`src/sv/hefm_ram.sv`:
```
// ----------------------------------------------------------------------------
// hefm_ram
// Simple dual-port RAM, one write and one registered read port.
// ----------------------------------------------------------------------------
`default_nettype none

module hefm_ram #(
	parameter int WIDTH = 33,
	parameter int DEPTH = 45
) (
	input  wire logic                     clk,
	input  wire logic                     we,
	input  wire logic [$clog2(DEPTH)-1:0] waddr,
	input  wire logic [WIDTH-1:0]         wdata,
	input  wire logic                     re,
	input  wire logic [$clog2(DEPTH)-1:0] raddr,
	output logic      [WIDTH-1:0]         rdata
);

	logic [WIDTH-1:0] mem_q [DEPTH];

	always_ff @(posedge clk) begin
		if (we) begin
			mem_q[waddr] <= wdata;
		end
		if (re) begin
			rdata <= mem_q[raddr];
		end
	end

endmodule

`default_nettype wire

```
`config.mk`:
```
export PLATFORM = sky130hd
export DESIGN_NAME = hefm_ram
export DESIGN_NICKNAME = d
export VERILOG_FILES = /design/src/sv/hefm_ram.sv
export SDC_FILE = /design/constraint.sdc
export NUM_CORES = 1
export LEC_CHECK = 0
export CORE_UTILIZATION = 35
export DETAILED_ROUTE_END_ITERATION = 10
export DONT_BUFFER_PORTS = 1
export PLACE_DENSITY = 0.49
export SYNTH_ARGS = -nofsm -noshare
export SYNTH_HDL_FRONTEND = slang
export SYNTH_SLANG_ARGS = --single-unit
```
`constraint.sdc`:
```
create_clock -name clk -period 5.1 [get_ports clk]
set_clock_uncertainty 0.15 [all_clocks]
set_input_delay 0 -clock clk [delete_from_list [all_inputs] [get_ports clk]]
set_output_delay 0 -clock clk [all_outputs]
set_load 0.05 [all_outputs]
```
==> run metrics <==
status=complete, no violations; Buf+Inv Stages, Crit Path=4; clk sink count=1,518; Residual DRC=0; Via density=~5.4; vias in the first global route=roughly 30k; Mapped Cells=about 2.9k; Post-Layout Cell Count=5,343; crit-path max cell delay=around 0.82 ns; WP depth=8; Clock Path Buffers=3; part of the cycle the worst path needs=0.7729; Die Wd=around 410 µm; Worst setup EP type=flop; Rows=around 150; Max Cap Viol=0; Iteration-0 DRC Markers=about 2.8k; Pre-antenna DRT Iters=7; Hold Path Depth=4; routability congestion estimate=approximately 0.76; post-DR wirelength/cell=30.89 µm; FF-to-FF End=rdata[0]$_DFFE_PP_; maximum VDD drop=about 0.00028 V; PortBufs=0; FMAX=between 0.2 and 0.3 GHz; Mapped Area=between 50,000 and 60,000 µm²; fillcell total=~15k; antenna-violating nets left=0; first-pass GRT wire length=around 230,000 µm; Hold Startpoint=raddr[0]; max-slew violations=0; RSZ-0062 raised after global routing=false; CTS tree=done; Layout Area Growth over Synthesis=15.59%; Pwr Total=about 26 mW; Placed Cells=about 4.9k; most common cell after layout, fill and taps aside=edfxtp_1; crit-path most repeated cell=buf_16; starting density of the core=0.3540; detailed placer's ending HPWL=82,160 µm; root buf cell=clkbuf_16; Net Count, Synth=2,909; nets=between 3k and 4k; # Post-CTS Setup Buffers=0; CP max-delay cell=buf_16; PD cells=384.3 nW/µm²; DRT Wirelength=between 150,000 and 200,000 µm; final hold violation count=0; chip height=just over 400 µm; Hold EP=rdata[11]$_DFFE_PP_; worst min-delay path class=primary input to flop; largest net degree at the start of global routing=roughly 630; Critical Path Source Type=primary input; Tmin final=around 3.9 ns; Ports=81; share of post-route cells with drive strength above 1=0.1693; Final setup viols=0; leading cell types in the layout, fill and taps excluded=edfxtp_1, mux2i_1, clkbuf_16; CP Class=primary input to flop; R2R Setup Slk=between 1 and 1.5 ns; via count=just under 30k; CP max FO=about 160; Hold Buf Count CTS=123; Total GRT Usage=0.1940; Worst Tran Pin Value=around 1.1 ns; gr ovfl total=0; critical path's top delay family=buffers and inverters; setup tns final=0 ns; antenna violations before repair=10; Clk Latency, worst-skew pair=0.78 ns; CTS Buf Count=~160; Pleak=22.19 nW; WP data arrival=between 4 and 5 ns; CP required=5.48 ns; H-tree Lvls=4; Reg area=between 40,000 and 50,000 µm²; Avg Synthesized Cell Area=just over 20 µm²; FF+latch count, synth=roughly 1.5k; slew margin rel.=0.2565; worst reg2reg path startpoint=mem_q[39][0]$_DFFE_PP_; Multi-input gate area=roughly 12,000 µm²; DIE AREA=around 170,000 µm²; critical-path cell list=buf_16 -> buf_16 -> buf_16 -> mux4_2 -> mux4_2 -> nand2_1 -> o41ai_2 -> dlygate4sd3_1; Core Region=165,500 µm²; r2r worst-path depth=7; CTS resizes=0; Reg clk slew, reported paths=about 0.06 ns; Seq/Total Area, Yosys=0.7777; Ys Warns=0; Synth cell types=28; final core occ=0.4093
[where the power goes]
part           internal [mW]  switching, mW  total, mW
combinational          0.519          0.861       1.38
sequential              13.8          0.136       14.0
clock                   6.04           4.63       10.7
total                   20.4           5.62       26.0
[stage by stage]
step	instance area [µm²]	worst slack [ns]	hold slack, ns
after floorplan	58610	1.428	-0.05113
after detailed placement	61240	2.534	-0.04789
after CTS	67570	1.340	0.003141
after global routing	67740	1.053	0.001284
final	67750	1.158	0.003447
after global placement	61240	2.536	-0.04716
[Yosys cell counts]
| cell | instances | area, µm² |
|---|---|---|
| a21oi_1 | 66 | 330.3 |
| edfxtp_1 | 1518 | 45580 |
| mux4_2 | 132 | 2973 |
| o41ai_2 | 33 | 536.8 |
| buf_1 | 17 | 63.81 |
| a221oi_1 | 57 | 499.2 |
| nand4b_1 | 1 | 8.760 |
| buf_4 | 50 | 375.4 |
| clkbuf_1 | 72 | 270.3 |
| nand2_1 | 42 | 157.7 |
| or3_1 | 2 | 12.51 |
| buf_6 | 20 | 225.2 |
| nor2_1 | 46 | 172.7 |
| nor2b_1 | 5 | 31.28 |
| a221oi_2 | 9 | 135.1 |
| a22oi_1 | 132 | 991.0 |
| buf_2 | 14 | 70.07 |
| nand2b_1 | 5 | 31.28 |
| a22o_1 | 66 | 578.1 |
| or3b_2 | 1 | 8.760 |
| mux2i_1 | 528 | 5285 |
| nor3_1 | 4 | 20.02 |
| nand3b_1 | 1 | 7.510 |
| nand3_1 | 4 | 20.02 |
| nand4_1 | 1 | 6.260 |
| and2_1 | 1 | 6.260 |
| or2_2 | 1 | 6.260 |
| o22ai_1 | 33 | 206.5 |
[registers in the layout, indices dropped and copies added, names as in the netlist]
register,count
rdata,33
mem_q,1485
[worst reg2reg max path: stages, from the launching register on]
cell and delay [ns]:
edfxtp_1 0.36, mux4_2 0.48, mux4_2 0.55, dlygate4sd3_1 0.70
nand2_1 0.10, dlygate4sd3_1 0.57, o41ai_2 0.07, dlygate4sd3_1 0.56
[metal layers]
metal	vias to the layer above	GRT usage	wire, µm
li1	12270	-	-
met1	15500	0.2722	72680
met3	199	0.03433	10090
met2	941	0.3115	78820
met5	-	0	13
met4	2	0.05012	3446
[layout make-up]
class	instances	area share
multi-input combinational	1170	0.1829
sequential	1518	0.6728
timing repair buffer	189	0.03446
tap	2189	0.04043
antenna	5	0.0001847
clock buffer	196	0.06078
clock inverter	76	0.008403
[logic make-up after synthesis]
family,count (synthesis),synth area share
compound gates,396,0.05591
buf+inv,173,0.01714
flops,1518,0.7777
mux,660,0.1409
simple gates,114,0.008347
[how the worst max path moves through the flow]
| stage | from | to | slack, ns |
|---|---|---|---|
| after floorplan | we | mem_q[16][0]$_DFFE_PP_ | 1.43 |
| after global placement | raddr[2] | rdata[3]$_DFFE_PP_ | 2.54 |
| after detailed placement | raddr[2] | rdata[3]$_DFFE_PP_ | 2.53 |
| after CTS | mem_q[39][3]$_DFFE_PP_ | rdata[3]$_DFFE_PP_ | 1.34 |
| after global routing | raddr[0] | rdata[29]$_DFFE_PP_ | 1.05 |
| final | raddr[0] | rdata[29]$_DFFE_PP_ | 1.16 |
(Power assumes the default switching activity.)
