`config.mk`:
```
export PLATFORM = sky130hd
export DESIGN_NAME = hefm_div
export DESIGN_NICKNAME = d
export VERILOG_FILES = /design/src/sv/hefm_pkg.sv /design/src/sv/hefm_div.sv
export SDC_FILE = /design/constraint.sdc
export NUM_CORES = 1
export LEC_CHECK = 0
export ABC_AREA = 1
export CORE_UTILIZATION = 58
export CTS_CLUSTER_SIZE = 40
export DETAILED_ROUTE_END_ITERATION = 10
export DONT_BUFFER_PORTS = 1
export PLACE_DENSITY = 0.76
export SYNTH_ARGS = -nofsm -noshare
export SYNTH_HDL_FRONTEND = slang
export SYNTH_SLANG_ARGS = --single-unit
```
`constraint.sdc`:
```
create_clock -name clk -period 3.4 [get_ports clk]
set_clock_uncertainty 0.05 [all_clocks]
set_input_delay 0.17 -clock clk [delete_from_list [all_inputs] [get_ports clk]]
set_output_delay 0.17 -clock clk [all_outputs]
set_load 0.02 [all_outputs]
```
`src/sv/hefm_pkg.sv`:
```
// ----------------------------------------------------------------------------
// hefm_pkg
// Shared types, constants and helpers of the Hall edge meter.
// ----------------------------------------------------------------------------
`default_nettype none

package hefm_pkg;

	localparam int CHANNELS              = 3;
	localparam int CH_W                  = 2;
	localparam int DEFAULT_CAPTURE_DEPTH = 15;
	localparam int TS_W                  = 32;
	localparam int NUM_W                 = 64;
	localparam int DEN_W                 = 40;
	localparam int DUTY_W                = 10;

	localparam logic [NUM_W-1:0] K_PERMILLE  = NUM_W'(1000);
	localparam logic [NUM_W-1:0] K_HALF_TICK = NUM_W'(64'd36000000000);
	localparam logic [NUM_W-1:0] K_TICK      = NUM_W'(64'd72000000000);
	localparam logic [NUM_W-1:0] K_GIGA      = NUM_W'(64'd1000000000);
	localparam logic [NUM_W-1:0] K_RISE_MUL  = NUM_W'(72);
	localparam logic [NUM_W-1:0] K_MDEG      = NUM_W'(360000);
	localparam logic [TS_W-1:0]  SAT_VAL     = '1;

	typedef enum logic [1:0] {
		REQ_CLEAR    = 2'd0,
		REQ_EDGE     = 2'd1,
		REQ_COMPUTE  = 2'd2,
		REQ_RESERVED = 2'd3
	} req_t;

	typedef struct packed {
		logic             start;
		logic [NUM_W-1:0] num;
		logic [DEN_W-1:0] den;
	} div_req_t;

	typedef struct packed {
		logic             busy;
		logic             done;
		logic [NUM_W-1:0] quo;
		logic [DEN_W-1:0] rem;
	} div_rsp_t;

	function automatic logic [TS_W-1:0] sat32(input logic [NUM_W-1:0] v);
		sat32 = (v > NUM_W'(SAT_VAL)) ? SAT_VAL : v[TS_W-1:0];
	endfunction

	function automatic logic [TS_W-1:0] abs_gap(input logic [TS_W-1:0] a,
			input logic [TS_W-1:0] b);
		logic [TS_W-1:0] d;
		d = a - b;
		abs_gap = d[TS_W-1] ? (TS_W'(0) - d) : d;
	endfunction

endpackage

`default_nettype wire

```
`src/sv/hefm_div.sv`:
```
// ----------------------------------------------------------------------------
// hefm_div
// Shared restoring divider, one quotient bit per cycle.
// ----------------------------------------------------------------------------
`default_nettype none

module hefm_div
	import hefm_pkg::*;
(
	input  wire logic     clk,
	input  wire logic     arst_n,
	input  wire div_req_t req,
	output div_rsp_t      rsp
);

	localparam int CNT_W = $clog2(NUM_W);

	logic [NUM_W-1:0] quo_q;
	logic [DEN_W-1:0] rem_q;
	logic [DEN_W-1:0] den_q;
	logic [CNT_W-1:0] cnt_q;
	logic             busy_q;
	logic             done_q;
	logic [DEN_W:0]   trial;
	logic             fits;

	assign trial = {rem_q, quo_q[NUM_W-1]};
	assign fits  = trial >= {1'b0, den_q};

	always_ff @(posedge clk or negedge arst_n) begin
		if (!arst_n) begin
			busy_q <= 1'b0;
			done_q <= 1'b0;
			cnt_q  <= '0;
		end else begin
			done_q <= 1'b0;
			if (req.start && !busy_q) begin
				busy_q <= 1'b1;
				cnt_q  <= '0;
			end else if (busy_q) begin
				cnt_q <= cnt_q + CNT_W'(1);
				if (cnt_q == CNT_W'(NUM_W - 1)) begin
					busy_q <= 1'b0;
					done_q <= 1'b1;
				end
			end
		end
	end

	always_ff @(posedge clk) begin
		if (req.start && !busy_q) begin
			quo_q <= req.num;
			den_q <= req.den;
			rem_q <= '0;
		end else if (busy_q) begin
			rem_q <= fits ? DEN_W'(trial - {1'b0, den_q}) : trial[DEN_W-1:0];
			quo_q <= {quo_q[NUM_W-2:0], fits};
		end
	end

	assign rsp.busy = busy_q;
	assign rsp.done = done_q;
	assign rsp.quo  = quo_q;
	assign rsp.rem  = rem_q;

endmodule

`default_nettype wire

```
==> results.sh <==
export IMPL_endpoint="rem_q[16]$_SDFFE_PP0P_"
export IMPL_finalCritPeriodShare=0.860
export IMPL_required_ns=3.70
export IMPL_placement_setup_worst_slack_ns=0.541
export IMPL_syn_inst=1332
export IMPL_top_usage_layer="met2"
export IMPL_cts_made_buffers=17
export IMPL_setup_tns_ns=0
export IMPL_chipHeight_um=130
export IMPL_setup_violations_final=0
export IMPL_cap_violations=0
export IMPL_synth_top_cell_area_share=0.329
export IMPL_grt_pass1_wl_um=40500
export IMPL_crit_start="rem_q[33]$_SDFFE_PP0P_"
export IMPL_ff_latch_area_um2=4120
export IMPL_ioPinCount=213
export IMPL_ant_nets=0
export IMPL_p_total_mw=11.0
export IMPL_h_tree_depth=4
export IMPL_gp_congestion=0.967
export IMPL_min_path_type="in -> async"
export IMPL_nNetsFinal=1576
export IMPL_cp_buffers_inverters=1
export IMPL_grt_pass1_vias=8421
export IMPL_gr_total_overflow=0
export IMPL_critPathArrivalTime_ns=3.22
export IMPL_multiInputGateArea_um2=4370
export IMPL_fin_ws_ns=0.476
export IMPL_area_growth_pct=18.4
export IMPL_r2r_start="rem_q[33]$_SDFFE_PP0P_"
export IMPL_viasPerCell=5.19
export IMPL_fillCellCount=1303
export IMPL_cts_root_buffer="clkbuf_16"
export IMPL_clk_latency_ns=0.43
export IMPL_postLayoutCellArea_um2=11200
export IMPL_use_met2=0.545
export IMPL_grt_util_all_layers=0.312
export IMPL_port_buffers=0
export IMPL_slew_headroom=0.230
export IMPL_cp_slowest_stage_delay_ns=0.48
export IMPL_cp_max_fo=40
export IMPL_hold_slack_ns=0.0353
export IMPL_dp_hpwl_um=17600
export IMPL_path_clk_slew_ns=0.07
export IMPL_fin_util=0.705
export IMPL_fin_crit_ns=2.92
export IMPL_dr_first_iter_drc_count=558
export IMPL_clk_path_buf_depth=2
export IMPL_reg2reg_slack_ns=0.48
export IMPL_dieArea_um2=16900
export IMPL_core_area_um2=15900
export IMPL_yosys_top_cells_area="edfxtp_1 (33%), nand2_1 (23%), dfxtp_1 (8.4%)"
export IMPL_antenna_cells=0
export IMPL_synth_avg_cell_area_um2=7.13
export IMPL_end_kind="flop"
export IMPL_initial_core_util=0.596
export IMPL_die_w_um=130
export IMPL_hold_viol_final=0
export IMPL_seq_area_frac_synth=0.434
export IMPL_synth_seq_cells=152
export IMPL_grt_setup_unrepaired="no"
export IMPL_power_density_nw_per_um2=982
export IMPL_tightest_slew_ns=1.16
export IMPL_drive_gt1_frac=0.0403
export IMPL_grt_use_met3=0.0927
export IMPL_place_area_um2=9650
export IMPL_reg2reg_to="rem_q[16]$_SDFFE_PP0P_"
export IMPL_max_clock_freq_mhz=342
export IMPL_leakage_nw=5.74
export IMPL_crit_cells=11
export IMPL_slew_violations=0
export IMPL_postCtsSetupRepairBufs=0
export IMPL_synth_top_cell_by_area="edfxtp_1"
export IMPL_r2r_cells=11
export IMPL_peakVddDrop_uv=620
export IMPL_grt_max_degree=105
export IMPL_use_met1=0.366
export IMPL_wl_um=25600
export IMPL_firstDrtPassIters=5
export IMPL_clock_sinks=152
export IMPL_dp_cells=1519
export IMPL_critPathLaunchType="flop"
export IMPL_drc_errors=0
export IMPL_syn_area_um2=9500
export IMPL_final_cells=1655
export IMPL_routedWlPerCell_um=15.5
export IMPL_critical_path_class="reg -> reg"
export IMPL_synth_nets=1481
export IMPL_ys_types=40
export IMPL_num_vias=8592
export IMPL_path_cells="buf_4 > ha_1 > a21oi_1 > o21ai_1 > a21oi_1 > nand2_2 > nor2_4 > nand2_4 > nand2_1 > nand3_1 > o21ai_1"
export IMPL_num_rows=46
export IMPL_status="finished clean"
export IMPL_synth_warnings=0
export IMPL_cts_tree="yes"
export IMPL_crit_family="simple AND/OR/NAND/NOR gates"
export IMPL_antenna_found_initial=0
export IMPL_cpMaxStageDelayCell="nor2_4"
Yosys cell counts (all sizes together):
library cell    n
nand3          96
a22o            1
xor2            1
a21oi          29
a21boi          2
o21a            1
clkbuf         15
nor3            3
edfxtp        104
o21ai          30
clkinv          7
dfrtp           8
nand4           5
nand2         583
nor3b           1
a31oi           1
inv           212
buf            21
nor2           79
fa              1
ha             41
a21o            2
o21bai          2
or2             1
xnor2          21
nand3b         22
dfxtp          40
and2            3
metal layers:
| layer | vias to the layer above | wire length [um] |
|---|---|---|
| li1 | 4320 | - |
| met1 | 3865 | 10500 |
| met2 | 353 | 12500 |
| met3 | 54 | 2060 |
| met4 | 0 | 621 |
| met5 | - | 0 |
power breakdown:
group | switching (mW) | internal (mW) | leakage, nW
Clock | 0.822 | 0.948 | 0.258
Sequential | 1.44 | 2.91 | 1.46
Combinational | 3.11 | 1.82 | 4.02
Total | 5.37 | 5.67 | 5.74
timing repair:
| action | in CTS | in global routing |
|---|---|---|
| hold buffers | 105 | 0 |
| hold endpoints to repair | 112 | 0 |
| gates resized for setup | 0 | 0 |
state kept, by name, summed over array words and instances, names as in the netlist:
register  flops
cnt_q         6
den_q        40
rem_q        40
busy_q        1
quo_q        64
done_q        1
cells by family after synthesis:
kind of cell,count (synthesis),share of synthesized area
flip-flops,152,0.434
adder cells (fa/ha/maj),42,0.0561
AO/OA/AOI/OAI,68,0.0394
AND/OR/NAND/NOR,793,0.343
XOR/XNOR,22,0.0203
buffers and inverters,255,0.107
worst min path at each step:
stage	startpoint	endpoint	slack [ns]	cells after the start
6_report	arst_n	cnt_q[5]$_DFFE_PN0P_	0.04	1
3_3_place_gp	arst_n	cnt_q[0]$_DFFE_PN0P_	-0.18	0
2_1_floorplan	arst_n	busy_q$_DFF_PN0_	-0.18	0
3_5_place_dp	arst_n	done_q$_DFF_PN0_	-0.18	0
4_1_cts	arst_n	cnt_q[3]$_DFFE_PN0P_	0.03	1
5_1_grt	arst_n	cnt_q[3]$_DFFE_PN0P_	0.06	1
cells in the final DEF, fill, tap and decap left out, types with 3 or more instances in the layout:
cell type,count
clkinvlp_4,3
dfxtp_1,40
nand3b_1,22
nand3_1,94
clkinv_1,8
nand4_1,5
a21oi_1,27
inv_1,209
nor2_2,7
nor3_1,3
xnor2_1,21
dlygate4sd3_1,105
buf_4,6
o21ai_0,12
nor2_1,70
inv_2,3
and2_1,3
nand2_1,580
inv_6,5
clkbuf_16,17
dfrtp_1,8
edfxtp_1,104
ha_1,41
o21ai_1,18
cell type report:
cell class                      instances  area share
Sequential cell                       152       0.367
Clock inverter                         14      0.0102
Clock buffer                           17      0.0378
Multi-Input combinational cell        925       0.389
Timing Repair Buffer                  112      0.0993
Tap cell                              216      0.0240
Inverter                              219      0.0731
Note: power is estimated with default switching activity, not from simulation.
